## src/design/qbf_pkg.sv

```systemverilog
// Shared types and constants for the quadratic Bezier flattener.
`timescale 1ns / 1ps
`default_nettype none
package qbf_pkg;

	localparam int COORD_W = 32;
	localparam int SHIFT_W = 4;
	localparam int CFG_IDX_W = 8;
	localparam int CFG_DATA_W = 16;
	localparam int AUTO_PRESHIFT = 10;
	localparam logic [CFG_DATA_W-1:0] CAPACITY_RESET = 16'd257;
	localparam logic [CFG_DATA_W-1:0] THRESHOLD_RESET = 16'd128;

	localparam logic [CFG_IDX_W-1:0] CFG_VECTOR_CAPACITY = 8'd0;
	localparam logic [CFG_IDX_W-1:0] CFG_FLATNESS_THRESHOLD = 8'd1;

	typedef struct packed {
		logic signed [COORD_W-1:0] ax;
		logic signed [COORD_W-1:0] ay;
		logic signed [COORD_W-1:0] bx;
		logic signed [COORD_W-1:0] by;
		logic signed [COORD_W-1:0] cx;
		logic signed [COORD_W-1:0] cy;
	} qbf_curve_t;

	typedef struct packed {
		qbf_curve_t curve;
		logic [SHIFT_W-1:0] shift;
	} qbf_seg_t;

	typedef struct packed {
		qbf_seg_t seg;
		logic overflow;
	} qbf_item_t;

	typedef struct packed {
		logic full;
		logic empty;
	} qbf_qstat_t;

	typedef enum logic [2:0] {
		F_IDLE,
		F_MAG,
		F_ERR,
		F_SHIFT,
		F_PUSH
	} qbf_front_state_t;

	typedef enum logic [2:0] {
		B_IDLE,
		B_SPLIT,
		B_INIT0,
		B_INIT1,
		B_STEP,
		B_OVF
	} qbf_back_state_t;

endpackage
`default_nettype wire

```

## src/design/qbf_back.sv

```systemverilog
// Point generator: midpoint split stack and forward-difference stepping.
`timescale 1ns / 1ps
`default_nettype none
module qbf_back
	import qbf_pkg::*;
#(
	parameter int MAX_SHIFT = 6,
	parameter int DIRECT_SHIFT = 5
) (
	input  wire logic                      clk,
	input  wire logic                      arst_n,
	input  wire qbf_qstat_t                qstat,
	input  wire qbf_item_t                 pop_item,
	output logic                           pop,
	output logic                           out_valid,
	input  wire logic                      out_stall,
	output logic signed [COORD_W-1:0]      point_x,
	output logic signed [COORD_W-1:0]      point_y,
	output logic                           overflow,
	output logic                           last
);

	localparam int SD = (MAX_SHIFT > DIRECT_SHIFT) ? MAX_SHIFT - DIRECT_SHIFT : 1;
	localparam int SPW = $clog2(SD + 1);
	localparam int SIW = (SD > 1) ? $clog2(SD) : 1;
	localparam int KW = DIRECT_SHIFT;
	localparam int HW = COORD_W + 2;
	localparam int AW = 64;

	qbf_back_state_t state_q, state_d;
	qbf_curve_t cur_q;
	logic [SHIFT_W-1:0] shift_q;
	qbf_seg_t stack_q [SD];
	logic [SPW-1:0] sp_q;
	logic [KW-1:0] k_q, k_last;
	logic signed [AW-1:0] gx_q, gy_q, d1x_q, d1y_q, d2x_q, d2y_q;
	logic [SHIFT_W:0] nsq;
	logic signed [AW-1:0] rnd, dx, dy, ddx, ddy;
	logic signed [HW-1:0] ax, ay, bx, by, cx, cy;
	qbf_curve_t left_c, right_c;
	qbf_seg_t top_seg;
	logic out_free, step_done;

	assign out_free = !out_valid || !out_stall;
	assign nsq = {shift_q, 1'b0};
	assign rnd = (shift_q != '0) ? (AW'(1) <<< (nsq - 1'b1)) : '0;
	assign k_last = KW'(((KW + 1)'(1) << shift_q) - 1'b1);
	assign step_done = (k_q == k_last);
	assign top_seg = stack_q[SIW'(sp_q - 1'b1)];

	always_comb begin
		ax = HW'(cur_q.ax);
		ay = HW'(cur_q.ay);
		bx = HW'(cur_q.bx);
		by = HW'(cur_q.by);
		cx = HW'(cur_q.cx);
		cy = HW'(cur_q.cy);
		left_c.ax = cur_q.ax;
		left_c.ay = cur_q.ay;
		left_c.bx = COORD_W'((ax + bx + HW'(1)) >>> 1);
		left_c.by = COORD_W'((ay + by + HW'(1)) >>> 1);
		left_c.cx = COORD_W'((ax + bx + bx + cx + HW'(2)) >>> 2);
		left_c.cy = COORD_W'((ay + by + by + cy + HW'(2)) >>> 2);
		right_c.ax = left_c.cx;
		right_c.ay = left_c.cy;
		right_c.bx = COORD_W'((cx + bx + HW'(1)) >>> 1);
		right_c.by = COORD_W'((cy + by + HW'(1)) >>> 1);
		right_c.cx = cur_q.cx;
		right_c.cy = cur_q.cy;
		dx = AW'(cur_q.ax) - AW'(cur_q.bx);
		dy = AW'(cur_q.ay) - AW'(cur_q.by);
		ddx = dx - AW'(cur_q.bx) + AW'(cur_q.cx);
		ddy = dy - AW'(cur_q.by) + AW'(cur_q.cy);
	end

	always_comb begin
		state_d = state_q;
		pop = 1'b0;
		unique case (state_q)
			B_IDLE: begin
				if (!qstat.empty) begin
					pop = 1'b1;
					if (pop_item.overflow)
						state_d = B_OVF;
					else if (pop_item.seg.shift > SHIFT_W'(DIRECT_SHIFT))
						state_d = B_SPLIT;
					else
						state_d = B_INIT0;
				end
			end
			B_SPLIT: begin
				if (shift_q - 1'b1 > SHIFT_W'(DIRECT_SHIFT))
					state_d = B_SPLIT;
				else
					state_d = B_INIT0;
			end
			B_INIT0: state_d = B_INIT1;
			B_INIT1: state_d = B_STEP;
			B_STEP: begin
				if (out_free && step_done) begin
					if (sp_q == '0)
						state_d = B_IDLE;
					else if (top_seg.shift > SHIFT_W'(DIRECT_SHIFT))
						state_d = B_SPLIT;
					else
						state_d = B_INIT0;
				end
			end
			B_OVF: begin
				if (out_free)
					state_d = B_IDLE;
			end
			default: state_d = B_IDLE;
		endcase
	end

	always_ff @(posedge clk or negedge arst_n) begin
		if (!arst_n) begin
			state_q <= B_IDLE;
			sp_q <= '0;
			out_valid <= 1'b0;
		end else begin
			state_q <= state_d;
			if (state_q == B_SPLIT)
				sp_q <= sp_q + 1'b1;
			else if (state_q == B_STEP && out_free && step_done && sp_q != '0)
				sp_q <= sp_q - 1'b1;
			if ((state_q == B_STEP || state_q == B_OVF) && out_free)
				out_valid <= 1'b1;
			else if (!out_stall)
				out_valid <= 1'b0;
		end
	end

	always_ff @(posedge clk) begin
		unique case (state_q)
			B_IDLE: begin
				cur_q <= pop_item.seg.curve;
				shift_q <= pop_item.seg.shift;
			end
			B_SPLIT: begin
				stack_q[SIW'(sp_q)] <= '{right_c, shift_q - 1'b1};
				cur_q <= left_c;
				shift_q <= shift_q - 1'b1;
			end
			B_INIT0: begin
				d1x_q <= ddx - (dx <<< (shift_q + 1'b1));
				d1y_q <= ddy - (dy <<< (shift_q + 1'b1));
				d2x_q <= ddx <<< 1;
				d2y_q <= ddy <<< 1;
				gx_q <= AW'(cur_q.ax) <<< nsq;
				gy_q <= AW'(cur_q.ay) <<< nsq;
				k_q <= '0;
			end
			B_INIT1: begin
				gx_q <= gx_q + rnd + d1x_q;
				gy_q <= gy_q + rnd + d1y_q;
				d1x_q <= d1x_q + d2x_q;
				d1y_q <= d1y_q + d2y_q;
			end
			B_STEP: begin
				if (out_free) begin
					point_x <= COORD_W'(((gx_q >>> nsq) + AW'(3)) >>> 6);
					point_y <= COORD_W'(((gy_q >>> nsq) + AW'(3)) >>> 6);
					overflow <= 1'b0;
					last <= step_done && (sp_q == '0);
					gx_q <= gx_q + d1x_q;
					gy_q <= gy_q + d1y_q;
					d1x_q <= d1x_q + d2x_q;
					d1y_q <= d1y_q + d2y_q;
					k_q <= k_q + 1'b1;
					if (step_done && sp_q != '0) begin
						cur_q <= top_seg.curve;
						shift_q <= top_seg.shift;
					end
				end
			end
			B_OVF: begin
				if (out_free) begin
					point_x <= '0;
					point_y <= '0;
					overflow <= 1'b1;
					last <= 1'b1;
				end
			end
			default: ;
		endcase
	end

endmodule
`default_nettype wire

```

## config.mk

```make
export PLATFORM = sky130hd
export DESIGN_NAME = qbf_back
export DESIGN_NICKNAME = d
export VERILOG_FILES = /design/src/design/qbf_pkg.sv /design/src/design/qbf_back.sv
export SDC_FILE = /design/constraint.sdc
export NUM_CORES = 2
export LEC_CHECK = 0
export BUFFER_PORTS_ARGS = -buffer_cell sky130_fd_sc_hd__buf_2
export CAP_MARGIN = 15
export CORE_MARGIN = 5
export CORE_UTILIZATION = 38
export DETAILED_ROUTE_END_ITERATION = 8
export PLACE_DENSITY_LB_ADDON = 0.1
export SYNTH_ARGS = -nofsm -noshare
export SYNTH_HDL_FRONTEND = slang
export SYNTH_SLANG_ARGS = --single-unit
```

## constraint.sdc

```tcl
create_clock -name clk -period 17.9 [get_ports clk]
set_input_delay 3.58 -clock clk [delete_from_list [all_inputs] [get_ports clk]]
set_output_delay 3.58 -clock clk [all_outputs]
set_load 0.01 [all_outputs]
```

==> metrics.md <==
| Metric | Value |
|---|---|
| Status | `finished, final reports clean` |
| Setup TNS Final | `0 ns` |
| Cells after synthesis | `approximately 9800` |
| Avg Inst Size Synth | `between 8 and 9 um2` |
| Worst-Skew Late Latency | `between 0.8 and 0.9 ns` |
| Clk sinks | `approximately 790` |
| Top sig layer | `met5` |
| Layout area overhead | `8.84%` |
| Critical Setup Path Class | `reg -> reg` |
| EDFF count, synth | `789` |
| Async SR Flop Fraction | `less than 1%` |
| Length of routed met2 wiring | `132 mm` |
| Largest net degree at the start of global routing | `around 180` |
| Die area | `approximately 240000 um2` |
| DR vias | `76600` |
| GRT Util Overall | `between 20% and 30%` |
| Die Span Y | `a little under 500 um` |
| Crit-path slowest cell | `edfxtp_1` |
| Starting Density | `between 30% and 40%` |
| Most common cell on crit path | `a21oi_1` |
| Core ar. | `roughly 230000 um2` |
| DR iter-0 viols | `approximately 6400` |
| Yosys warnings | `0` |
| Final Hold Vio Count | `0` |
| Period utilization | `56.6%` |
| CP peak stage delay | `0.70 ns` |
| # IOs | `between 200 and 300` |
| Crit-path leading delay family | `compound AO/OA/AOI/OAI gates` |
| Unique masters post-synth | `around 110` |
| WL per Instance | `24.4 um` |
| # nets final | `11200` |
| Initial antenna violation count | `15` |
| Resized Gates After CTS | `0` |
| Placer Congestion | `around 0.95` |
| Vias in the first global route | `about 74000` |
| Leading area contributor after synthesis | `edfxtp_1` |
| Clk_skew | `around 0.07 ns` |
| Slew margin rel. | `between 20% and 30%` |
| Drt first pass iters | `6` |
| #FFs+latches synth | `794` |
| Num CTS Buffers | `100` |
| CP Data Required Time | `approximately 18 ns` |
| Slew Viols, Final | `0` |
| Layout fillers | `~23000` |
| Max cap viols | `0` |
| Synthesized Nets | `11100` |
| RSZ-0062 raised after global routing | `no` |
| PortBufs | `268` |
| Clock slew at reported path FFs | `about 0.060 ns` |
| Worst EP arrival | `about 11 ns` |
| Root buffer cell | `clkbuf_16` |
| Max clock buf depth | `3` |
| Max FO, Critical Path | `8` |
| Grt ovf | `0` |
| Register area | `23800 um2` |
| CTS tree | `built` |
| Synth Flop Type | `edfxtp_1` |
| Fin crit period | `about 10 ns` |
| CP startpoint kind | `flip-flop` |
| First-pass GRT wire length | `approximately 470 mm` |
| Footprint of the multi-input gates | `~60000 um2` |
| Hold buffer count at CTS | `0` |
| CP Buf/Inv Count | `3` |
| Cell Area, Synth | `roughly 88000 um2` |
| Top-area cell type share of the netlist area | `26.9%` |
| Sequential share of the synthesized area | `around 27%` |
| Routed Antenna Nets | `0` |
| Met3 Routed Length | `about 19 mm` |
| Residual DRC | `0` |
| Post-Route WL | `318 mm` |
| Share of cells above drive strength 1 | `between 7 and 8%` |
| Wire length on met1 | `156 mm` |
| DP HPWL | `between 200 and 300 mm` |
| Die width | `491 um` |
| Fmax | `between 0.09 and 0.1 GHz` |
| Synth top area cells | `edfxtp_1, ha_1, xnor2_1` |
| Worst-Margin Slew | `between 1 and 1.5 ns` |
| FP Rows | `176` |
| H-tree depth | `3` |
| Via-per-instance ratio | `approximately 6` |
| Endpoints failing setup | `0` |
| Worst min path class | `reg -> reg` |
| Post-CTS Setup Inserts | `0` |
| Critical Path Sink Type | `flip-flop` |
## final cells by class
type                       instances  share of cell area, %
multi-input combinational       7995                   62.8
clock inverter                    74                  0.987
clock buffer                     112                   2.66
tap                             3026                   3.95
timing repair buffer             345                   2.11
antenna                            5                 0.0131
sequential                       794                   24.9
inverter                         659                   2.59
## through the flow
step	worst slack, ns	hold slack [ns]	util [%]	cell area [um2]	instances
finish	7.76	0.519	41.6	95800	13000
detailed placement	7.93	0.521	40.1	92300	12800
CTS	7.83	0.523	41.6	95800	13000
global placement	8.00	0.522	40.1	92300	12800
global route	6.98	0.527	41.6	95800	13000
floorplan	7.09	0.483	-	88000	9826
## state kept, by name (all words and copies together) (netlist names), 3 cells and up
| name | cells |
|---|---|
| ax | 32 |
| ay | 32 |
| bx | 32 |
| by | 32 |
| cur_q | 64 |
| d1x_q | 64 |
| d1y_q | 64 |
| d2x_q | 35 |
| d2y_q | 35 |
| gx_q | 64 |
| gy_q | 64 |
| k_q | 5 |
| point_x | 32 |
| point_y | 32 |
| shift_q | 4 |
| stack_q | 196 |
| state_q | 3 |
## cell usage in the layout, fill, tap and decap left out, types with 31 or more instances in the layout
cell type / n
xnor2_1: 543
inv_1: 649
a31oi_1: 91
a21oi_1: 848
a21o_1: 355
xor2_1: 297
buf_4: 69
buf_2: 268
nor3_1: 171
o22ai_1: 39
mux2i_1: 188
mux4_2: 81
ha_1: 865
o221ai_1: 49
o211ai_1: 96
and3_1: 61
o21a_1: 93
o21ai_0: 604
and2_1: 44
a211oi_1: 103
nand4_1: 75
or2_2: 42
nor2_1: 750
edfxtp_1: 789
a22oi_1: 169
fa_1: 234
nand2b_1: 117
a221oi_1: 43
mux2_2: 46
nand2_1: 861
a211o_1: 31
o31ai_1: 66
nor2b_1: 114
nand3_1: 174
o21bai_1: 110
clkbuf_16: 100
or3_1: 86
a22o_1: 83
## worst paths after layout
check	to	slack (ns)	cells past startpoint	startpoint
worst max-delay path	d1x_q[51]$_DFFE_PP_	7.76	38	ax[0]$_DFFE_PP_
worst min-delay path	stack_q[0][41]$_DFFE_PP_	0.52	0	cur_q[37]$_DFFE_PP_
worst max register to register	d1x_q[51]$_DFFE_PP_	7.76	38	ax[0]$_DFFE_PP_
worst min register to register	stack_q[0][41]$_DFFE_PP_	0.52	0	cur_q[37]$_DFFE_PP_
max in group asynchronous	state_q[2]$_DFFE_PN0P_	15.17	1	arst_n
min in group asynchronous	out_valid$_DFFE_PN0P_	2.60	1	arst_n
## synthesized netlist by cell type, drive strengths merged (110+ instances only)
library cell  count
xnor2           545
xor2            297
fa              234
nand2b          117
nand3           175
nand2           867
o21bai          110
inv             658
o21ai           618
a22oi           169
nor2            758
clkbuf          249
buf             128
ha              867
a21o            355
nor3            175
nor2b           114
mux2i           189
edfxtp          789
a21oi           849
## cells by family (layout without fill, tap and decap cells)
kind of cell	after synthesis	count (layout)	synth area share, %
other cells	0	5	0
mux	343	343	5.61
compound gates	3065	3065	22.6
buf+inv	1037	1190	4.72
xor+xnor	842	842	8.38
flops	794	794	27.1
fa+ha+maj	1101	1101	17.6
simple gates	2644	2644	14.0
## per-layer routing
layer	track usage, %	up-vias
li1	-	36200
met1	38.5	37400
met2	37.6	2482
met3	2.73	417
met4	7.68	2
met5	0	-
Power is not shown: default switching activity piles up to over one toggle a cycle in this logic, so the estimate is an artifact.
