<file path="src/design/qbf_pkg.sv">
// Shared types and constants for the quadratic Bezier flattener.
`timescale 1ns / 1ps
`default_nettype none
package qbf_pkg;

	localparam int COORD_W = 32;
	localparam int SHIFT_W = 4;
	localparam int CFG_IDX_W = 8;
	localparam int CFG_DATA_W = 16;
	localparam int AUTO_PRESHIFT = 10;
	localparam logic [CFG_DATA_W-1:0] CAPACITY_RESET = 16'd257;
	localparam logic [CFG_DATA_W-1:0] THRESHOLD_RESET = 16'd128;

	localparam logic [CFG_IDX_W-1:0] CFG_VECTOR_CAPACITY = 8'd0;
	localparam logic [CFG_IDX_W-1:0] CFG_FLATNESS_THRESHOLD = 8'd1;

	typedef struct packed {
		logic signed [COORD_W-1:0] ax;
		logic signed [COORD_W-1:0] ay;
		logic signed [COORD_W-1:0] bx;
		logic signed [COORD_W-1:0] by;
		logic signed [COORD_W-1:0] cx;
		logic signed [COORD_W-1:0] cy;
	} qbf_curve_t;

	typedef struct packed {
		qbf_curve_t curve;
		logic [SHIFT_W-1:0] shift;
	} qbf_seg_t;

	typedef struct packed {
		qbf_seg_t seg;
		logic overflow;
	} qbf_item_t;

	typedef struct packed {
		logic full;
		logic empty;
	} qbf_qstat_t;

	typedef enum logic [2:0] {
		F_IDLE,
		F_MAG,
		F_ERR,
		F_SHIFT,
		F_PUSH
	} qbf_front_state_t;

	typedef enum logic [2:0] {
		B_IDLE,
		B_SPLIT,
		B_INIT0,
		B_INIT1,
		B_STEP,
		B_OVF
	} qbf_back_state_t;

endpackage
`default_nettype wire

</file>
<file path="src/design/qbf_front.sv">
// Front end: request intake, depth estimate, vector count and overflow check.
`timescale 1ns / 1ps
`default_nettype none
module qbf_front
	import qbf_pkg::*;
#(
	parameter int MAX_SHIFT = 6
) (
	input  wire logic                         clk,
	input  wire logic                         arst_n,
	input  wire logic                         in_valid,
	output logic                              in_stall,
	input  wire logic signed [COORD_W-1:0]    start_x,
	input  wire logic signed [COORD_W-1:0]    start_y,
	input  wire logic signed [COORD_W-1:0]    ctrl_x,
	input  wire logic signed [COORD_W-1:0]    ctrl_y,
	input  wire logic signed [COORD_W-1:0]    end_x,
	input  wire logic signed [COORD_W-1:0]    end_y,
	input  wire logic signed [SHIFT_W-1:0]    subdivision_shift,
	input  wire logic                         restart,
	input  wire logic                         cfg_valid,
	output logic                              cfg_ready,
	input  wire logic [CFG_IDX_W-1:0]         cfg_index,
	input  wire logic [CFG_DATA_W-1:0]        cfg_data,
	input  wire qbf_qstat_t                   qstat,
	output logic                              push,
	output qbf_item_t                         push_item
);

	localparam int MAG_W = COORD_W + 3;
	localparam int ERR_W = MAG_W + 2;

	qbf_front_state_t state_q, state_d;
	qbf_curve_t curve_q;
	logic auto_q, restart_q;
	logic [SHIFT_W-1:0] shift_q;
	logic [MAG_W-1:0] ex_q, ey_q;
	logic [ERR_W-1:0] err_q;
	logic [CFG_DATA_W-1:0] capacity_q, threshold_q, count_q;
	logic in_accept;
	qbf_curve_t curve_in;
	logic signed [MAG_W-1:0] sx, sy;
	logic [ERR_W-1:0] err_d;
	logic [SHIFT_W-1:0] depth_d, fixed_d;
	logic [CFG_DATA_W:0] sum;

	assign in_stall = (state_q != F_IDLE);
	assign in_accept = in_valid && !in_stall;
	assign cfg_ready = 1'b1;

	always_comb begin
		curve_in = '{start_x, start_y, ctrl_x, ctrl_y, end_x, end_y};
		if (subdivision_shift[SHIFT_W-1]) begin
			curve_in.ax = start_x >>> AUTO_PRESHIFT;
			curve_in.ay = start_y >>> AUTO_PRESHIFT;
			curve_in.bx = ctrl_x >>> AUTO_PRESHIFT;
			curve_in.by = ctrl_y >>> AUTO_PRESHIFT;
			curve_in.cx = end_x >>> AUTO_PRESHIFT;
			curve_in.cy = end_y >>> AUTO_PRESHIFT;
		end
		fixed_d = {1'b0, subdivision_shift[SHIFT_W-2:0]};
		if (fixed_d > SHIFT_W'(MAX_SHIFT))
			fixed_d = SHIFT_W'(MAX_SHIFT);
	end

	always_comb begin
		sx = MAG_W'(curve_q.ax) - (MAG_W'(curve_q.bx) <<< 1) + MAG_W'(curve_q.cx);
		sy = MAG_W'(curve_q.ay) - (MAG_W'(curve_q.by) <<< 1) + MAG_W'(curve_q.cy);
		if (ex_q > ey_q)
			err_d = ERR_W'(ex_q) + ERR_W'(ex_q) + ERR_W'(ey_q);
		else
			err_d = ERR_W'(ex_q) + ERR_W'(ey_q) + ERR_W'(ey_q);
		depth_d = SHIFT_W'(1);
		for (int j = 0; j < MAX_SHIFT - 1; j++) begin
			if ((err_q >> (2 * j)) > ERR_W'(threshold_q))
				depth_d = depth_d + SHIFT_W'(1);
		end
		sum = (restart_q ? '0 : {1'b0, count_q}) + ((CFG_DATA_W + 1)'(1) << shift_q);
	end

	always_comb begin
		state_d = state_q;
		push = 1'b0;
		unique case (state_q)
			F_IDLE: begin
				if (in_valid)
					state_d = subdivision_shift[SHIFT_W-1] ? F_MAG : F_PUSH;
			end
			F_MAG: state_d = F_ERR;
			F_ERR: state_d = F_SHIFT;
			F_SHIFT: state_d = F_PUSH;
			F_PUSH: begin
				if (!qstat.full) begin
					push = 1'b1;
					state_d = F_IDLE;
				end
			end
			default: state_d = F_IDLE;
		endcase
	end

	always_comb begin
		push_item.seg.curve = curve_q;
		push_item.seg.shift = shift_q;
		push_item.overflow = auto_q && (sum > (CFG_DATA_W + 1)'(capacity_q));
	end

	always_ff @(posedge clk or negedge arst_n) begin
		if (!arst_n) begin
			state_q <= F_IDLE;
			capacity_q <= CAPACITY_RESET;
			threshold_q <= THRESHOLD_RESET;
			count_q <= '0;
		end else begin
			state_q <= state_d;
			if (cfg_valid && cfg_ready) begin
				if (cfg_index == CFG_VECTOR_CAPACITY)
					capacity_q <= cfg_data;
				else if (cfg_index == CFG_FLATNESS_THRESHOLD)
					threshold_q <= cfg_data;
			end
			if (push) begin
				if (auto_q)
					count_q <= sum[CFG_DATA_W] ? '1 : sum[CFG_DATA_W-1:0];
				else if (restart_q)
					count_q <= '0;
			end
		end
	end

	always_ff @(posedge clk) begin
		if (in_accept) begin
			curve_q <= curve_in;
			auto_q <= subdivision_shift[SHIFT_W-1];
			restart_q <= restart;
			shift_q <= fixed_d;
		end
		if (state_q == F_MAG) begin
			ex_q <= sx[MAG_W-1] ? MAG_W'(-sx) : MAG_W'(sx);
			ey_q <= sy[MAG_W-1] ? MAG_W'(-sy) : MAG_W'(sy);
		end
		if (state_q == F_ERR)
			err_q <= err_d;
		if (state_q == F_SHIFT)
			shift_q <= depth_d;
	end

endmodule
`default_nettype wire

</file>
<file path="config.mk">
export PLATFORM = sky130hd
export DESIGN_NAME = qbf_front
export DESIGN_NICKNAME = d
export VERILOG_FILES = /design/src/design/qbf_pkg.sv /design/src/design/qbf_front.sv
export SDC_FILE = /design/constraint.sdc
export NUM_CORES = 1
export LEC_CHECK = 0
export BUFFER_PORTS_ARGS = -buffer_cell sky130_fd_sc_hd__buf_2
export CAP_MARGIN = 30
export CORE_MARGIN = 2
export CORE_UTILIZATION = 40
export CTS_CLUSTER_DIAMETER = 200
export CTS_CLUSTER_SIZE = 30
export DETAILED_ROUTE_END_ITERATION = 7
export SYNTH_ARGS = -nofsm -noshare
export SYNTH_HDL_FRONTEND = slang
export SYNTH_SLANG_ARGS = --single-unit
export TNS_END_PERCENT = 5
</file>
<file path="constraint.sdc">
create_clock -name clk -period 7.9 [get_ports clk]
set_clock_uncertainty 0.1 [all_clocks]
set_input_delay 0.79 -clock clk [delete_from_list [all_inputs] [get_ports clk]]
set_output_delay 0.79 -clock clk [all_outputs]
set_load 0.1 [all_outputs]
</file>
==> results of run 1 <==
-- state kept, by name, indices dropped and copies added, names as in the netlist --
register     cells
restart_q        1
ex_q            35
auto_q           1
threshold_q     16
shift_q          4
capacity_q      16
push_item      192
ey_q            35
count_q         16
err_q           37
state_q          3
-- synth_stat cells (6+ instances only) --
master,count
a31oi_1,29
dfrtp_1,48
nand2_1,176
and3_1,15
o21ai_1,7
o21bai_1,17
a211oi_1,19
fa_1,68
o2111ai_1,6
and4_1,9
nand2b_1,22
a31o_2,9
a2111oi_0,7
o21ai_0,209
and2_1,15
o31ai_1,19
nor3_1,50
a221oi_1,6
edfxtp_1,305
nand3_1,40
inv_1,435
nor2_1,151
xnor2_1,123
clkbuf_1,64
ha_1,288
o21a_1,37
o31a_1,7
or4_1,6
nor2b_1,48
a311oi_1,6
nor4_1,20
o211ai_1,20
a21oi_1,189
or3_1,18
mux2_2,147
mux2i_1,13
a21o_1,97
or2_2,8
nand4_1,39
xor2_1,64
a211o_1,8
-- metal layers --
| layer | routed length, um | track usage, % |
|---|---|---|
| met4 | 1740 | 4.45 |
| met2 | 38100 | 35.6 |
| met3 | 4400 | 3.40 |
| met5 | 23 | 0 |
| met1 | 37100 | 29.1 |
-- final cells by class --
class	count	area share [%]
tap	950	3.66
multi-input combinational	2108	51.0
inverter	435	5.04
antenna	1	0.00770
clock inverter	1	0.0269
clock buffer	19	1.27
sequential	356	32.1
timing repair buffer	436	6.86
-- metrics by stage --
| step | worst slack (ns) | area (sq um) |
|---|---|---|
| 6_report | 1.55 | 32500 |
| 5_1_grt | 1.24 | 32500 |
| 3_3_place_gp | 2.24 | 32100 |
| 2_1_floorplan | 1.46 | 28900 |
| 4_1_cts | 1.59 | 32500 |
| 3_5_place_dp | 2.22 | 32100 |
-- worst paths after layout --
check,to,slack (ns),depth (start not counted)
max,push_item[0],1.55,18
min,capacity_q[1],0.23,2
max reg2reg,ex_q[31],3.04,14
min reg2reg,count_q[5],0.39,2
max in group asynchronous,count_q[5],6.99,2
min in group clk,restart_q,0.31,1
-- kinds of logic after synthesis --
family          after synthesis
buf+inv                     502
simple gates                645
other cells                   2
mux                         160
compound gates              758
xor+xnor                    187
fa+ha+maj                   356
flops                       356
-- worst reg2reg max path: stages (launching register included) --
cell and delay, ns:
edfxtp_1 0.37, inv_1 0.07, fa_1 0.54, inv_1 0.08, ha_1 0.49, nand2_1 0.18, a21o_1 0.24, a211oi_1 0.58
a41oi_2 0.24, xnor2_1 0.24, nor2_1 0.16, or4b_4 0.53, nor4_4 0.44, a41oi_1 0.18, xor2_1 0.17
==> impl_results.rst, run 1 <==
.. list-table::
   :header-rows: 1

   * - Metric
     - Value
   * - Run status
     - complete, no violations
   * - Number of distinct library cells after synthesis
     - 94
   * - Time the final worst path needs with I/O delays and setup
     - around 6.4 ns
   * - Dominant combinational cell family by area after synthesis
     - adder cells
   * - Worst endpoint data arrival time
     - 5.46 ns
   * - Area occupied by multi-input gates
     - between 15,000 and 20,000 sq um
   * - Number of instances in the synthesized netlist
     - 2,966
   * - Initial DRC count
     - around 1.2k
   * - Port-buffer cells
     - 424
   * - Wire length of the first global-routing pass
     - roughly 130,000 um
   * - Routed via count
     - 22.9k
   * - Maximum number of pins on one net before global-route repair
     - 140
   * - Min Hold Slack
     - approximately 0.23 ns
   * - Setup repair after global routing missed its margin
     - false
   * - Critical Path Fanout Max
     - 17
   * - Simple logic cell fraction of the synthesized area
     - about 11%
   * - Number of flops mapped to enable cells by yosys
     - slightly above 300
   * - Highest-delay cell along the critical path
     - edfxtp_1
   * - Sort of element at the end of the critical path
     - output port
   * - Post-Synthesis Mean Instance Area
     - 9.74 sq um
   * - Insertion delay to the later sink of the worst-skew pair
     - 0.57 ns
   * - Number of antenna violations at the first check in global routing
     - 4
   * - Non-Filler Instances
     - 4,306
   * - Tcrit/Tclk final
     - 80.4%
   * - Max-slew headroom
     - 33.6%
   * - Die extent in x
     - 273 um
   * - Achievable Freq
     - roughly 160 MHz
   * - Crit. Startpoint
     - restart_q
   * - Area Overhead vs Synth
     - 12.5%
   * - Final-layout fill cell count
     - 6,919
   * - Share of synthesized area spent on multiplexers
     - 6.18%
   * - Post-synthesis instance area
     - 28,900 sq um
   * - Synth Warn #
     - 0
   * - Fraction of the mapped netlist area in compound gates
     - 17.0%
   * - Register clock-pin slew on the reported worst setup and hold paths
     - 0.12 ns
   * - Post-synth net total
     - 3,549
   * - Final number of hold-violating endpoints
     - 0
   * - Setup Buffers After CTS
     - 0
   * - CP Class
     - register to output port
   * - Sum Neg Setup Slack
     - 0 ns
   * - # resized after CTS
     - 0
   * - Fin util
     - 45.5%
   * - Remaining global-route overflow
     - 0
   * - Fraction of layout cells with a size suffix above 1
     - 19.4%
   * - Sequence of cells on the critical path
     - nor2b_1, ha_1, fa_1, a21o_1, a21oi_1, nor2b_1, nor4_1, o31ai_1, o41ai_1, o21ai_0, xor2_1, ha_1, o21ai_0, a21oi_1, nor3_1, nor2_1, o21a_1, buf_2
   * - Placeable core region
     - 71,500 sq um
   * - Max cap viols
     - 0
   * - Register area
     - 10,400 sq um
   * - Final #Nets
     - about 3.9k
   * - TritonCTS clock tree
     - done
   * - Final Max Tran Viols
     - 0
   * - Number of buffers added by the clock tree synthesis step
     - 15
   * - Post-DRT Antenna Nets
     - 0
   * - Proportion of synthesized chip area in sequential cells
     - 36.1%
   * - Total of hold buffers inserted after clock tree synthesis
     - 0
   * - Number of rows in the core area
     - slightly below 100
   * - Number of sinks on the clock net
     - 356
   * - Root Buffer Master
     - clkbuf_16
   * - Largest stage delay on the critical path
     - 0.78 ns
   * - Commonest non-fill, non-tap cell in the layout
     - inv_1
   * - Setup-failing EPs final
     - 0
   * - Worst path required time
     - 7.01 ns
   * - Post-detail-place hpwl
     - 66,700 um
   * - Worst hold path type
     - input port to async pin
   * - Overall track demand over capacity in global routing
     - a little over a fifth
   * - Total wire length after detailed routing
     - 81,300 um
   * - Most used cells in the layout excluding fill and tap cells
     - inv_1 (434), buf_2 (423), edfxtp_1 (305)
   * - Parity-gate share of the synthesized area counting xor and xnor cells
     - 5.67%
   * - Top area cells in the synthesized netlist
     - edfxtp_1 (32%), ha_1 (12%), mux2_2 (5.7%), inv_1 (5.7%), fa_1 (4.7%)
   * - Fraction of post-synthesis cell area in the top cell type by area
     - 31.7%
   * - Most area-hungry cell type in the Yosys netlist
     - edfxtp_1
   * - Sort of element at the start of the critical path
     - register
   * - Async S/R FF share, synth
     - 14.3%
   * - Adder-cell area share of the yosys netlist
     - 17.2%
   * - CP top delay family
     - compound AO/OA/AOI/OAI gates
   * - Detailed-routing iteration count for the pre-antenna-repair pass
     - 5
   * - WL/cell
     - 18.9 um
   * - I/O pins
     - 427
   * - Number of placed instances, taps included
     - between 4k and 5k
   * - Vias per Instance
     - 5.32
   * - Vias in the first global route
     - 22.4k
   * - R2R Path Start
     - push_item[48]
   * - Clock tree buffer depth
     - 3
   * - Die footprint
     - roughly 74,000 sq um
   * - Initial core utilization
     - 40.4%
   * - Commonest register cell after synthesis
     - edfxtp_1
   * - Buffers & Inverters on Critical Path
     - 1
   * - H-Tree Level Count
     - 1
   * - Flip-flop and latch count after synthesis
     - 356
   * - Gpl congestion
     - around 0.88
   * - Die height
     - 273 um
   * - Slew @ Worst Pin
     - 0.989 ns
   * - Remaining design rule violation count
     - 0
Power of run 1 is not shown: default switching activity piles up to over one toggle a cycle in this logic, so the estimate is an artifact.
==> run 2: changes to the inputs <==
==> constraint.sdc (replaced) <==
create_clock -name clk -period 6 [get_ports clk]
set_clock_uncertainty 0.1 [all_clocks]
set_input_delay 0.6 -clock clk [delete_from_list [all_inputs] [get_ports clk]]
set_output_delay 0.6 -clock clk [all_outputs]
set_load 0.1 [all_outputs]
==> run 2 against run 1 <==
Effect of this change: worst hold slack lost 0.19 ns; first-iteration DRC count grew 31%; via count grew 0.21%; flip-flop and latch count is the same; register-to-register slack lost 1.9 ns; global-route usage shrank 0.095 points; final cell count is essentially flat; critical path depth grew 3; critical path type unchanged.
==> impl_results.rst, run 2 (synthesized netlist as in run 1, its figures left out) <==
.. list-table::
   :header-rows: 1

   * - Metric
     - Value
   * - Maximum number of pins on one net before global-route repair
     - roughly 140
   * - Sort of element at the end of the critical path
     - output port
   * - Vias in the first global route
     - 22.2k
   * - Most used cells in the layout excluding fill and tap cells
     - inv_1 (434), buf_2 (422), edfxtp_1 (305)
   * - R2R Path Start
     - push_item[111]
   * - Overall track demand over capacity in global routing
     - 21.2%
   * - Run status
     - complete, no violations
   * - Total wire length after detailed routing
     - 81,200 um
   * - Met1 global-route usage
     - 29.2%
   * - R2R Path End
     - ex_q[31]
   * - Slew @ Worst Pin
     - 0.990 ns
   * - R2R depth
     - 13
   * - Worst path required time
     - approximately 5.3 ns
   * - Root Buffer Master
     - clkbuf_16
   * - Worst hold path type
     - input port to async pin
   * - Number of antenna violations at the first check in global routing
     - 3
   * - Critical Path Fanout Max
     - 8
   * - Insertion delay to the later sink of the worst-skew pair
     - 0.57 ns
   * - Final Max Tran Viols
     - 0
   * - Wire length of the first global-routing pass
     - 125,000 um
   * - Commonest non-fill, non-tap cell in the layout
     - inv_1
   * - I/O pins
     - 427
   * - Register-to-register path setup slack
     - 1.15 ns
   * - Fraction of layout cells with a size suffix above 1
     - 19.6%
   * - Remaining global-route overflow
     - 0
   * - TritonCTS clock tree
     - done
   * - Number of sinks on the clock net
     - 356
   * - Die height
     - 273 um
   * - H-Tree Level Count
     - 1
   * - Setup-failing EPs final
     - 0
   * - Initial core utilization
     - 40.4%
   * - Routed via count
     - ~23k
   * - Placeable core region
     - slightly above 70,000 sq um
   * - Die footprint
     - 74,400 sq um
   * - Number of buffers added by the clock tree synthesis step
     - 15
   * - Post-DRT Antenna Nets
     - 0
   * - Global-route met2 utilization
     - 34.9%
   * - Max-slew headroom
     - 34.0%
   * - Number of placed instances, taps included
     - 4,286
   * - Initial DRC count
     - between 1.5k and 2k
   * - Final #Nets
     - 3,938
   * - CP Class
     - register to output port
   * - Remaining design rule violation count
     - 0
   * - Post-detail-place hpwl
     - 66,500 um
   * - Sort of element at the start of the critical path
     - register
   * - Detailed-routing iteration count for the pre-antenna-repair pass
     - 5
   * - Number of flip-flops in the largest register
     - 192
   * - Total of hold buffers inserted after clock tree synthesis
     - 0
   * - Final number of hold-violating endpoints
     - 0
   * - Die extent in x
     - 273 um
   * - Port-buffer cells
     - between 400 and 500
   * - Time the final worst path needs with I/O delays and setup
     - 5.56 ns
   * - Number of rows in the core area
     - 98
   * - Gpl congestion
     - ~0.92
   * - Vias per Instance
     - 5.33
   * - Busiest layer in global routing
     - met2
   * - Clock tree buffer depth
     - 3
   * - Met3 GRT Util
     - 3.70%
   * - WL/cell
     - 18.8 um
   * - Non-Filler Instances
     - 4,310
   * - Register clock-pin slew on the reported worst setup and hold paths
     - between 0.1 and 0.15 ns
   * - Area Overhead vs Synth
     - 12.8%
   * - Max cap viols
     - 0
   * - Tcrit/Tclk final
     - between 90% and 100%
   * - Worst endpoint data arrival time
     - 4.86 ns
   * - Achievable Freq
     - approximately 180 MHz
## run 2: area by class of cell
cell class	count	area, sq um
Inverter	435	1640
Timing Repair Buffer	439	2270
Tap cell	950	1190
Antenna cell	1	2.50
Sequential cell	356	10400
Clock buffer	19	390
Clock inverter	2	38.8
Multi-Input combinational cell	2108	16600
Fill cell	6949	38900
## run 2: per-stage QoR
step / area [sq um] / setup TNS (ns) / worst slack (ns) / hold WS (ns) / util [%]
floorplan: 28900 / 0 / 0.508 / 0.204 / -
global placement: 32100 / 0 / 0.840 / 0.357 / 44.9
detailed placement: 32100 / 0 / 0.803 / 0.363 / 44.9
CTS: 32500 / 0 / 0.148 / 0.0662 / 45.5
global route: 32600 / -0.0230 / -0.0230 / 0.0924 / 45.6
finish: 32600 / 0 / 0.435 / 0.0488 / 45.6
## run 2: repair_timing
action,4_1_cts,5_1_grt
gates resized for setup,0,7
setup endpoints to repair,0,1
setup buffers,0,2
## run 2: worst max-delay path by stage
stage / startpoint / end / slack, ns
after floorplan: qstat[1] / count_q[15] / 0.51
after global placement: shift_q[2] / push_item[0] / 0.84
after detailed placement: shift_q[3] / push_item[0] / 0.80
after CTS: shift_q[3] / push_item[0] / 0.15
after global routing: shift_q[2] / push_item[0] / -0.02
final: shift_q[2] / push_item[0] / 0.44
## run 2: critical path: stages, from the launching register on
cell and delay, ns:
edfxtp_1 0.53, nand2b_1 0.30, nor3_4 0.20, ha_1 0.26
a21o_1 0.15, a21o_1 0.19, a21oi_1 0.18, o21ai_0 0.15
a21oi_2 0.26, o211ai_1 0.15, a21oi_1 0.19, xnor2_1 0.16
ha_1 0.27, nor2b_1 0.13, o21ai_0 0.14, o21ai_0 0.11
nor3_1 0.14, a21oi_1 0.09, nor3_1 0.15, nor2_1 0.10
o21a_1 0.18, clkbuf_4 0.27
## run 2: layer usage
layer / wire length, um / vias to the layer above
met3: 5070 / 67
met5: 11 / -
li1: - / 11400
met4: 1830 / 2
met2: 37900 / 607
met1: 36400 / 10900
Power of run 2 is left out for the same reason.
