File: config.mk
export PLATFORM = sky130hd
export DESIGN_NAME = qbf_queue
export DESIGN_NICKNAME = d
export VERILOG_FILES = /design/src/design/qbf_pkg.sv /design/src/design/qbf_queue.sv
export SDC_FILE = /design/constraint.sdc
export NUM_CORES = 1
export LEC_CHECK = 0
export ABC_AREA = 1
export ABC_CLOCK_PERIOD_IN_PS = 9400
export BUFFER_PORTS_ARGS = -buffer_cell sky130_fd_sc_hd__buf_2
export CORE_ASPECT_RATIO = 0.6
export CORE_MARGIN = 2
export CORE_UTILIZATION = 47
export CTS_BUF_LIST = sky130_fd_sc_hd__clkbuf_8 sky130_fd_sc_hd__clkbuf_16
export DETAILED_ROUTE_END_ITERATION = 10
export PLACE_DENSITY_LB_ADDON = 0.05
export REMOVE_ABC_BUFFERS = 1
export SLEW_MARGIN = 20
export SYNTH_ARGS = -nofsm -noshare
export SYNTH_HDL_FRONTEND = slang
export SYNTH_SLANG_ARGS = --single-unit
File: constraint.sdc
create_clock -name clk -period 9.4 [get_ports clk]
set_input_delay 0 -clock clk [delete_from_list [all_inputs] [get_ports clk]]
set_output_delay 0 -clock clk [all_outputs]
set_load 0.01 [all_outputs]
File: src/design/qbf_pkg.sv
// Shared types and constants for the quadratic Bezier flattener.
`timescale 1ns / 1ps
`default_nettype none
package qbf_pkg;

	localparam int COORD_W = 32;
	localparam int SHIFT_W = 4;
	localparam int CFG_IDX_W = 8;
	localparam int CFG_DATA_W = 16;
	localparam int AUTO_PRESHIFT = 10;
	localparam logic [CFG_DATA_W-1:0] CAPACITY_RESET = 16'd257;
	localparam logic [CFG_DATA_W-1:0] THRESHOLD_RESET = 16'd128;

	localparam logic [CFG_IDX_W-1:0] CFG_VECTOR_CAPACITY = 8'd0;
	localparam logic [CFG_IDX_W-1:0] CFG_FLATNESS_THRESHOLD = 8'd1;

	typedef struct packed {
		logic signed [COORD_W-1:0] ax;
		logic signed [COORD_W-1:0] ay;
		logic signed [COORD_W-1:0] bx;
		logic signed [COORD_W-1:0] by;
		logic signed [COORD_W-1:0] cx;
		logic signed [COORD_W-1:0] cy;
	} qbf_curve_t;

	typedef struct packed {
		qbf_curve_t curve;
		logic [SHIFT_W-1:0] shift;
	} qbf_seg_t;

	typedef struct packed {
		qbf_seg_t seg;
		logic overflow;
	} qbf_item_t;

	typedef struct packed {
		logic full;
		logic empty;
	} qbf_qstat_t;

	typedef enum logic [2:0] {
		F_IDLE,
		F_MAG,
		F_ERR,
		F_SHIFT,
		F_PUSH
	} qbf_front_state_t;

	typedef enum logic [2:0] {
		B_IDLE,
		B_SPLIT,
		B_INIT0,
		B_INIT1,
		B_STEP,
		B_OVF
	} qbf_back_state_t;

endpackage
`default_nettype wire

File: src/design/qbf_queue.sv
// Two-entry queue between the front end and the point generator.
`timescale 1ns / 1ps
`default_nettype none
module qbf_queue
	import qbf_pkg::*;
(
	input  wire logic      clk,
	input  wire logic      arst_n,
	input  wire logic      push,
	input  wire qbf_item_t push_item,
	input  wire logic      pop,
	output qbf_item_t      pop_item,
	output qbf_qstat_t     qstat
);

	qbf_item_t mem_q [2];
	logic wr_q, rd_q;
	logic [1:0] cnt_q;

	assign qstat.full = (cnt_q == 2'd2);
	assign qstat.empty = (cnt_q == 2'd0);
	assign pop_item = mem_q[rd_q];

	always_ff @(posedge clk) begin
		if (push)
			mem_q[wr_q] <= push_item;
	end

	always_ff @(posedge clk or negedge arst_n) begin
		if (!arst_n) begin
			wr_q <= 1'b0;
			rd_q <= 1'b0;
			cnt_q <= '0;
		end else begin
			if (push)
				wr_q <= !wr_q;
			if (pop)
				rd_q <= !rd_q;
			cnt_q <= cnt_q + 2'(push) - 2'(pop);
		end
	end

endmodule
`default_nettype wire

==> results of run 1 <==
[state kept, by name, indices dropped and copies added (netlist names)]
name,count
mem_q,394
cnt_q,2
rd_q,1
wr_q,1
[final cells by class]
cell class / instances / share of cell area [%]
Clock buffer: 41 / 5.050
Antenna cell: 2 / 0.02464
Inverter: 204 / 3.806
Multi-Input combinational cell: 408 / 8.931
Clock inverter: 29 / 0.8561
Sequential cell: 398 / 58.75
Tap cell: 416 / 2.562
Timing Repair Buffer: 606 / 20.02
[power breakdown]
group	internal [uW]	leakage, uW	switching, uW
sequential	2360	0.00374	113
combinational	582	0.00432	1090
clock	839	0.000621	622
[critical path, cell delays in order, from the launching register on]
cell	delay, ns
dfrtp_1	0.43
nor2_4	0.69
buf_4	0.65
buf_4	0.71
[placed cells by master (no fill, tap or decap)]
| master | Yosys | final |
|---|---|---|
| buf_4 | 5 | 5 |
| clkinv_1 | 0 | 11 |
| nand3_1 | 1 | 1 |
| ha_1 | 2 | 2 |
| clkinvlp_4 | 0 | 1 |
| o21ai_1 | 153 | 153 |
| nor2_1 | 3 | 2 |
| o21ai_0 | 44 | 44 |
| nand2_1 | 203 | 203 |
| nor2_4 | 0 | 1 |
| inv_8 | 0 | 1 |
| xor2_1 | 2 | 2 |
| bufinv_16 | 0 | 2 |
| dfrtp_1 | 4 | 3 |
| buf_12 | 0 | 1 |
| dlygate4sd3_1 | 0 | 201 |
| dfrtp_4 | 0 | 1 |
| buf_2 | 0 | 399 |
| clkbuf_16 | 0 | 41 |
| edfxtp_1 | 394 | 394 |
| clkinv_2 | 0 | 7 |
| diode_2 | 0 | 2 |
| inv_1 | 204 | 211 |
[logic make-up after synthesis]
| family | Yosys count | synth area share [%] |
|---|---|---|
| XOR/XNOR | 2 | 0.1172 |
| AND/OR/NAND/NOR | 207 | 5.205 |
| AO/OA/AOI/OAI | 197 | 6.595 |
| adder cells (fa/ha/maj) | 2 | 0.1674 |
| flip-flops | 398 | 79.81 |
| buffers and inverters | 248 | 8.109 |
[metal layers]
layer	wire length (um)	part of all wire, %	track usage (%)	vias up
met2	15670	49	31.52	244
met1	13000	40	23.42	4354
li1	-	-	-	4774
met3	2749	8.6	6.390	56
met4	718	2.2	5.496	0
met5	0	0	0	-
[stage by stage]
stage / area, um2 / setup WS [ns] / total power (uW)
4_1_cts: 20310 / 6.401 / 5687
6_report: 20310 / 6.464 / 5606
2_1_floorplan: 14500 / 0.05592 / 3593
3_5_place_dp: 17100 / 6.409 / 4141
3_3_place_gp: 17100 / 6.414 / 4126
5_1_grt: 20310 / 6.260 / 5941
[how the worst max path moves through the flow]
| stage | start | end | slack (ns) | cells past startpoint |
|---|---|---|---|---|
| final | wr_q | mem_q[0][49] | 6.46 | 3 |
| after global routing | wr_q | mem_q[0][101] | 6.26 | 3 |
| after CTS | wr_q | mem_q[0][49] | 6.40 | 3 |
| after detailed placement | wr_q | mem_q[0][173] | 6.41 | 3 |
| after global placement | wr_q | mem_q[0][123] | 6.41 | 3 |
| after floorplan | wr_q | mem_q[0][0] | 0.06 | 1 |
==> key figures, run 1 <==
Route
  • DR iter-0 viols: 637
  • Total wire length: 32,140 um
  • DR vias/cell: 4.481
  • DRT antenna net count: 0
  • DR vias: 9,428
  • DRC: 0
  • Drt pass-1 iters: 5
  • Routed WL per cell: 15.27 um

Floorplanning
  • Die area: 33,300 um2
  • Row Count: 50
  • Die Width: 234.3 um
  • Vert. Die Dim: 142.2 um
  • Core area: 31,220 um2
  • Starting Density: 47.89%
  • Ports: 400

Timing
  • Clk_skew: 0.01284 ns
  • Fin crit share: 31.23%
  • # setup viols final: 0
  • Achievable frequency: 0.3406 GHz
  • Pins over their slew limit: 0
  • Worst Max-Slew Pin Slew: 1.000 ns
  • Setup TNS: 0 ns
  • RSZ-0062 raised after global routing: false
  • Final min period: 2.936 ns
  • Fin. Hold Viols: 0
  • Slew headroom: 33.32%
  • Hold_ws: 0.1886 ns

Critical path
  • Reg-to-reg critical path startpoint: wr_q
  • Reg-to-Reg End: mem_q[0][49]
  • Crit-path max FO: 55
  • R2R depth: 3
  • FF-to-FF setup slack: 6.46 ns
  • Worst Path Arrival: 3.09 ns
  • Critical Path RT: 9.55 ns
  • Critical path startpoint category: register
  • WS Path Type: register to register
  • Type of element capturing the critical path: register

Synthesis
  • Top cell type's share of synthesized area: 79.14%
  • Most used DFF post-synth: edfxtp_1
  • Mapped Cells: 1,054
  • Most numerous cell in the Yosys netlist: edfxtp_1
  • Number of synthesized flops with an enable pin: 394
  • Top post-synthesis cells by area: edfxtp_1, inv_1, o21ai_1, nand2_1, buf_6
  • Mean Syn Cell Area: 14.18 um2
  • Number of library cell types mapped by synthesis: 13
  • Yosys reg bits: 398
  • Commonest cells post-synth: edfxtp_1, inv_1, nand2_1, o21ai_1, o21ai_0
  • Sequential fraction of the synthesis area: 79.81%
  • Total number of yosys warnings: 0
  • Async SR Flop Fraction: 1.005%
  • Cell taking the most area after synthesis: edfxtp_1
  • Synth Cell Area: 14,950 um2

Global route
  • Total track usage: 18.85%
  • Initial antenna violation count: 2
  • Vias in the first global route: 9,097
  • Global-route wire length before repair: 48,380 um
  • Largest net degree at the start of global routing: 217
  • Gr ovfl total: 0

Clock network
  • Hold buffer count at cts: 201
  • CTS Sinks: 398
  • Clock Path Buffers: 3
  • CTS HTree Levels: 2
  • Postcts setup bufs: 0
  • Root Buffer Master: clkbuf_16
  • Clock Latency Late Sink: 0.53 ns
  • CTS Buf Count: 38
  • CTS tree: done
  • CTS clock-pin slew for the worst setup and hold paths: 0.06 ns
  • # resized after CTS: 0

Run status
  • Outcome: finished, final reports clean

Cells and area
  • Footprint of the multi-input gates: 1814 um2
  • Share of layout cells above drive strength 1: 27.22%
  • Area growth from synthesis to layout: 35.88%
  • Register Area: 11,940 um2
  • Fin util: 65.07%
  • Nets: 1,859
  • # fillers: 2,407
  • Fin cells: 2,104

Min path
  • Worst hold stages: 2
  • Hold WC Path Type: input pin to register
  • Worst Hold End: mem_q[0][185]
  • Hold path startpoint: push_item[185]

Power
  • Pwr dens: 275.9 nW/um2
  • Peak VDD IR: 0.1774 mV
  • Lkg Pwr: 0.008685 uW

Place
  • Routability cong.: 0.7724
  • Placed insts: 1,831
  • Port bufs: 399
  • Post-DP HPWL: 20,120 um

Run
  • Total of max-cap violations: 0
(Power assumes the default switching activity.)
==> inputs of run 2 (changes only) <==
Settings changed: ABC_CLOCK_PERIOD_IN_PS 9400 to 3000, CORE_UTILIZATION 47 to 52.
Clock period 9.4 ns to 3 ns, I/O delays scaled along.
==> run 2 against run 1 <==
  * Clock power grew to 3.1 times the previous value
  * Power grew to 3.1 times the previous value
  * Hold slack better by 0.0087 ns
==> key figures, run 2 (synthesis gave the netlist of run 1 again) <==
Timing
  • Clk_skew: 0.01429 ns (+0.001449 ns)
  • Achievable frequency: 0.4955 GHz
  • Fin crit share: 67.27%
  • # setup viols final: 0 (unchanged)
  • Final min period: 2.018 ns
  • Pins over their slew limit: 0 (unchanged)
  • Setup WS post-layout: 0.9819 ns (-5.482 ns)
  • Slew headroom: 47.65% (+14 points)
  • RSZ-0062 raised after global routing: false
  • Fin. Hold Viols: 0 (unchanged)
  • Worst Max-Slew Pin Slew: 0.7852 ns (-0.2150 ns)

Floorplanning
  • Row Count: 48 (-4.0%)
  • Die Width: 222.9 um (-4.8%)
  • Vert. Die Dim: 135.3 um (-4.8%)
  • Ports: 400 (unchanged)
  • Core area: 28,530 um2 (-8.6%)
  • Starting Density: 52.41% (+4.5 points)
  • Die area: 30,170 um2 (-9.4%)

Cells and area
  • Most frequent cells in the layout: buf_2, edfxtp_1, inv_1
  • Share of layout cells above drive strength 1: 27.65% (+0.43 points)
  • Fin util: 71.31% (+6.2 points)
  • Commonest non-fill, non-tap cell in the layout: buf_2
  • Top flop regs: mem_q (394), cnt_q (2)
  • # fillers: 1,996 (-17%)
  • Max FFs per register: 394 (unchanged)
  • Biggest register: mem_q
  • Nets: 1,864 (+0.27%)
  • Fin cells: 2,067 (-1.8%)
  • Final instance area: 20,340 um2 (+0.14%)
  • Area growth from synthesis to layout: 36.06%

Route
  • Total wire length: 32,920 um (+2.4%)
  • DRC: 0 (unchanged)
  • Routed WL per cell: 15.92 um (+4.3%)
  • DR iter-0 viols: 652 (+2.4%)
  • Drt pass-1 iters: 4 (-1)
  • DR vias/cell: 4.627 (+3.2%)
  • DRT antenna net count: 0 (unchanged)
  • DR vias: 9,563 (+1.4%)

Global route
  • Largest net degree at the start of global routing: 132 (-39%)
  • Global-route wire length before repair: 49,380 um (+2.1%)
  • Initial antenna violation count: 3 (+1)
  • Total track usage: 21.33% (+2.5 points)
  • Gr ovfl total: 0 (unchanged)
  • Vias in the first global route: 9,180 (+0.91%)

Place
  • Post-DP HPWL: 21,200 um (+5.3%)
  • Setup WS pre-CTS: 1.171 ns (-5.238 ns)
  • Routability cong.: 0.7981 (+3.3%)
  • Placed insts: 1,795 (-2.0%)
  • Dpl cell area: 17,150 um2 (+0.29%)
  • Port bufs: 399 (unchanged)

Critical path
  • Worst path cell trace: buf_12, nand2_1, o21ai_1, buf_2
  • Critical Path RT: 3.00 ns (-6.55 ns)
  • Type of element capturing the critical path: output port
  • Worst Path Arrival: 2.02 ns (-1.07 ns)
  • WS Path Type: register to output port
  • Crit-path max FO: 122 (+120%)
  • CP top delay family: flip-flops
  • Max stage delay on crit path: 0.62 ns (-0.09 ns)
  • Highest-delay cell along the critical path: dfrtp_4
  • Critical path startpoint category: register
  • CP bufs+invs: 2 (unchanged)

Clock network
  • Postcts setup bufs: 0 (unchanged)
  • # resized after CTS: 0 (unchanged)
  • Clock Latency Late Sink: 0.52 ns (about the same)
  • CTS tree: done
  • CTS Buf Count: 38 (unchanged)
  • CTS Sinks: 398 (unchanged)
  • CTS HTree Levels: 2 (unchanged)
  • CTS clock-pin slew for the worst setup and hold paths: 0.06 ns (about the same)
  • Clock Path Buffers: 3 (unchanged)
  • Root Buffer Master: clkbuf_16

Power
  • Clock network fraction of total power: 25.5% (-0.6 points)
  • Cell internal pwr: 11,820 uW (+210%)
  • Combinational Power Share: 31.1% (+1.3 points)
  • Sw power: 5798 uW (+220%)
  • Lkg Pwr: 0.008722 uW (+0.42%)
  • Reg power frac: 43.4% (-0.7 points)
  • Switching Fraction: 32.91% (+0.32 points)
  • Pwr dens: 866.1 nW/um2 (+210%)
  • Peak VDD IR: 0.6282 mV (+250%)

Min path
  • Hold WC Path Type: input pin to register

Run
  • Total of max-cap violations: 0 (unchanged)

Run status
  • Outcome: finished, final reports clean
run 2: changes by cell type in the layout (fill, tap and decap cells not counted), sizes merged:
| cell | previous run | this run |
|---|---|---|
| bufinv | 2 | 0 |
| diode | 2 | 3 |
| clkinv | 18 | 17 |
| clkbuf | 41 | 44 |
| clkinvlp | 1 | 0 |
| inv | 212 | 211 |
| buf | 405 | 410 |
run 2: per-layer routing:
| layer | vias to the layer above | part of all wire (%) | GRT usage [%] |
|---|---|---|---|
| li1 | 4785 | - | - |
| met1 | 4472 | 42 | 27.73 |
| met2 | 263 | 48 | 35.43 |
| met3 | 43 | 7.5 | 6.506 |
| met4 | 0 | 1.7 | 5.593 |
| met5 | - | 0 | 0 |
run 2: final timing paths:
check	from	endpoint	depth (start not counted)	slack [ns]
worst max-delay path	rd_q	pop_item[181]	4	0.98
worst min-delay path	push_item[146]	mem_q[1][146]	2	0.20
worst max register to register	wr_q	mem_q[1][67]	3	1.21
worst min register to register	wr_q	wr_q	1	0.55
max in group asynchronous	arst_n	rd_q	3	2.36
min in group asynchronous	arst_n	cnt_q[0]	3	0.42
run 2: area by class of cell:
cell class | instances | area (um2) | share of cell area, %
multi-input combinational | 408 | 1814 | 8.919
clock buffer | 44 | 1067 | 5.247
tap | 375 | 469.2 | 2.307
antenna | 3 | 7.507 | 0.03690
timing repair buffer | 611 | 4167 | 20.48
inverter | 204 | 773.2 | 3.801
clock inverter | 24 | 108.9 | 0.5351
sequential | 398 | 11940 | 58.67
run 2: worst reg2reg max path: stages, from the launching register on:
cell     delay, ns
dfrtp_1       0.42
nand2_1       0.16
inv_8         0.40
buf_4         0.47
run 2: metrics by stage:
stage	hold WS [ns]	total power (uW)	TNS [ns]
after floorplan	-0.2956	9844	-2329.24
after global placement	-0.1819	13020	0
after detailed placement	-0.1865	13090	0
after CTS	0.1698	17790	0
after global routing	0.1814	18610	0
final	0.1972	17620	0
run 2: what timing repair did:
item | 4_1_cts | 5_1_grt
hold endpoints to repair | 402 | 0
endpoints found under the setup margin | 0 | 0
hold buffers | 201 | 0
run 2: power groups by stage:
stage	clock (uW)	sequential [uW]	combinational, uW
6_report	4490	7650	5480
5_1_grt	4820	7740	6050
4_1_cts	4590	7660	5550
3_5_place_dp	0	7770	5320
3_3_place_gp	0	7750	5270
2_1_floorplan	0	8030	1820
==> inputs of run 3 (changes only) <==
Settings changed: ABC_CLOCK_PERIOD_IN_PS 3000 to 1700, CORE_UTILIZATION 52 to 47.
Clock period 3 ns to 1.7 ns, I/O delays scaled along.
==> run 3 against run 2 <==
  * The run now ends with setup timing left
  * Critical path depth rose by 1
  * Routed wire length rose by 8.6%
  * Global-route usage fell by 0.81 points
  * Critical path type unchanged
  * Largest cell class unchanged
  * Highest routed layer is now met5
==> key figures, run 3 (synthesis gave the netlist of run 1 again) <==
Run status
  • Outcome: finished, violations left
  • Failing checks: setup timing

Clock network
  • Clock Latency Late Sink: 0.52 ns (about the same)
  • CTS tree: done
  • CTS clock-pin slew for the worst setup and hold paths: 0.06 ns (about the same)
  • Root Buffer Master: clkbuf_16
  • CTS Sinks: 398 (unchanged)
  • Clock Path Buffers: 3 (unchanged)
  • CTS Buf Count: 38 (unchanged)
  • CTS HTree Levels: 2 (unchanged)

Floorplanning
  • Vert. Die Dim: 142.2 um (+5.0%)
  • Starting Density: 47.89% (-4.5 points)
  • Core area: 31,220 um2 (+9.4%)
  • Die Width: 234.3 um (+5.1%)
  • Ports: 400 (unchanged)
  • Die area: 33,300 um2 (+10%)
  • Row Count: 50 (+4.2%)

Critical path
  • Type of element capturing the critical path: output port
  • CP top delay family: buffers and inverters
  • Worst Setup SP: rd_q
  • Worst setup path endpoint: pop_item[141]
  • Max stage delay on crit path: 0.50 ns (-0.12 ns)
  • FF-to-FF setup slack: 0.26 ns (-0.95 ns)
  • Critical Path RT: 1.70 ns (-1.30 ns)
  • Reg-to-Reg End: mem_q[0][105]
  • Worst path cell trace: buf_12, buf_12, buf_12, o21ai_2, buf_2
  • Critical path startpoint category: register
  • Highest-delay cell along the critical path: dfrtp_4
  • Number of stages on the worst setup path: 5 (+1)
  • Most frequent CP cell: buf_12
  • Reg-to-reg critical path startpoint: wr_q
  • WS Path Type: register to output port
  • R2R depth: 2 (-1)
  • CP bufs+invs: 4 (+2)
  • Crit-path max FO: 28 (-77%)
  • Worst Path Arrival: 1.82 ns (-0.20 ns)

Power
  • Pwr dens: 1598 nW/um2 (+84%)
  • Lkg Pwr: 0.009337 uW (+7.1%)
  • Total power: 35,020 uW (+99%)
  • Peak VDD IR: 0.9138 mV (+45%)

Cells and area
  • Final instance area: 21,920 um2 (+7.8%)
  • Most frequent cells in the layout: edfxtp_1, buf_2, inv_1
  • Biggest register: mem_q
  • Top flop regs: mem_q (394), cnt_q (2)
  • Commonest non-fill, non-tap cell in the layout: edfxtp_1
  • Fin cells: 2,143 (+3.7%)
  • Nets: 1,903 (+2.1%)
  • Share of layout cells above drive strength 1: 37.28% (+9.6 points)
  • Max FFs per register: 394 (unchanged)
  • Fin util: 70.22% (-1.1 points)
  • Area growth from synthesis to layout: 46.63%

Place
  • Port bufs: 399 (unchanged)
  • Placed insts: 1,856 (+3.4%)
  • Routability cong.: 0.7583 (-5.0%)
  • Post-DP HPWL: 22,000 um (+3.8%)
  • Dpl cell area: 17,540 um2 (+2.3%)

Global route
  • Gr ovfl total: 0 (unchanged)
  • Vias in the first global route: 9,570 (+4.2%)
  • Largest net degree at the start of global routing: 85 (-36%)
  • Initial antenna violation count: 3 (unchanged)
  • Total track usage: 20.52% (-0.81 points)
  • Global-route wire length before repair: 52,040 um (+5.4%)

Timing
  • # setup viols final: 178 (+178)
  • Clk_skew: 0.01688 ns (+0.002599 ns)
  • Achievable frequency: 0.5485 GHz
  • RSZ-0062 raised after global routing: true
  • Final min period: 1.823 ns
  • Hold_ws: 0.1956 ns (-0.001684 ns)
  • Slew headroom: 66.96% (+19 points)
  • Pins over their slew limit: 0 (unchanged)
  • Fin crit share: 107.2%
  • Setup WS post-layout: -0.1232 ns (-1.105 ns)
  • Worst Max-Slew Pin Slew: 0.4955 ns (-0.2897 ns)
  • Fin. Hold Viols: 0 (unchanged)

Route
  • DR iter-0 viols: 574 (-12%)
  • Drt pass-1 iters: 4 (unchanged)
  • Routed WL per cell: 16.68 um (+4.8%)
  • DR vias/cell: 4.624 (about the same)
  • DR vias: 9,909 (+3.6%)
  • Total wire length: 35,750 um (+8.6%)
  • DRC: 0 (unchanged)
  • DRT antenna net count: 0 (unchanged)

Run
  • Total of max-cap violations: 0 (unchanged)

Min path
  • Hold WC Path Type: input pin to register
run 3: changes by cell type in the layout (fill, tap and decap cells not counted), moves of 16 or more:
| cell | previous run | this run |
|---|---|---|
| nand2_1 | 203 | 174 |
| nand2_2 | 0 | 26 |
| buf_4 | 5 | 21 |
| o21ai_2 | 0 | 97 |
| o21ai_4 | 0 | 17 |
| buf_2 | 399 | 368 |
| o21ai_0 | 44 | 2 |
| buf_12 | 6 | 22 |
| buf_6 | 0 | 25 |
| o21ai_1 | 153 | 81 |
run 3: layer usage:
layer  share of wire [%]  global-route usage, %
met5               0.036                      0
met4                 1.8                  5.097
met3                 7.4                  6.390
met2                  49                  34.31
met1                  41                  26.22
run 3: cell type report:
class                      count  area [um2]
clock buffer                  41        1026
fill                        2174        9295
clock inverter                24       126.4
antenna                        2       5.005
tap                          416       520.5
sequential                   398       11940
timing repair buffer         650        5079
inverter                     204       773.2
multi-input combinational    408        2457
run 3: timing repair:
item,4_1_cts,5_1_grt
gates resized for setup,126,133
hold buffers,201,0
setup endpoints to repair,177,195
cloned,5,6
hold endpoints to repair,402,0
setup buffers,7,1
pin swaps,11,11
run 3: through the flow:
| stage | setup TNS [ns] | setup WS (ns) |
|---|---|---|
| 6_report | -12.55 | -0.1232 |
| 4_1_cts | -13.68 | -0.1154 |
| 2_1_floorplan | -3098.84 | -7.644 |
| 3_3_place_gp | 0 | 0.2660 |
| 3_5_place_dp | 0 | 0.2655 |
| 5_1_grt | -25.72 | -0.1892 |
run 3: worst min path at each step:
stage                   startpoint             to  slack, ns  cells after the start
global placement            arst_n           wr_q      -0.18                      1
detailed placement          arst_n           wr_q      -0.18                      1
floorplan                   arst_n       cnt_q[0]      -0.30                      0
global route        push_item[194]  mem_q[0][194]       0.18                      2
CTS                  push_item[30]   mem_q[0][30]       0.17                      2
finish               push_item[95]   mem_q[1][95]       0.20                      2
run 3: report_power, final:
group	internal [uW]	switching, uW
Sequential	13000	422
Combinational	5890	7840
Clock	4470	3410
run 3: worst register-to-register path, cell delays in order (launching register included):
cell and delay (ns):
dfrtp_1 0.42, nor2_4 0.18, buf_12 0.41
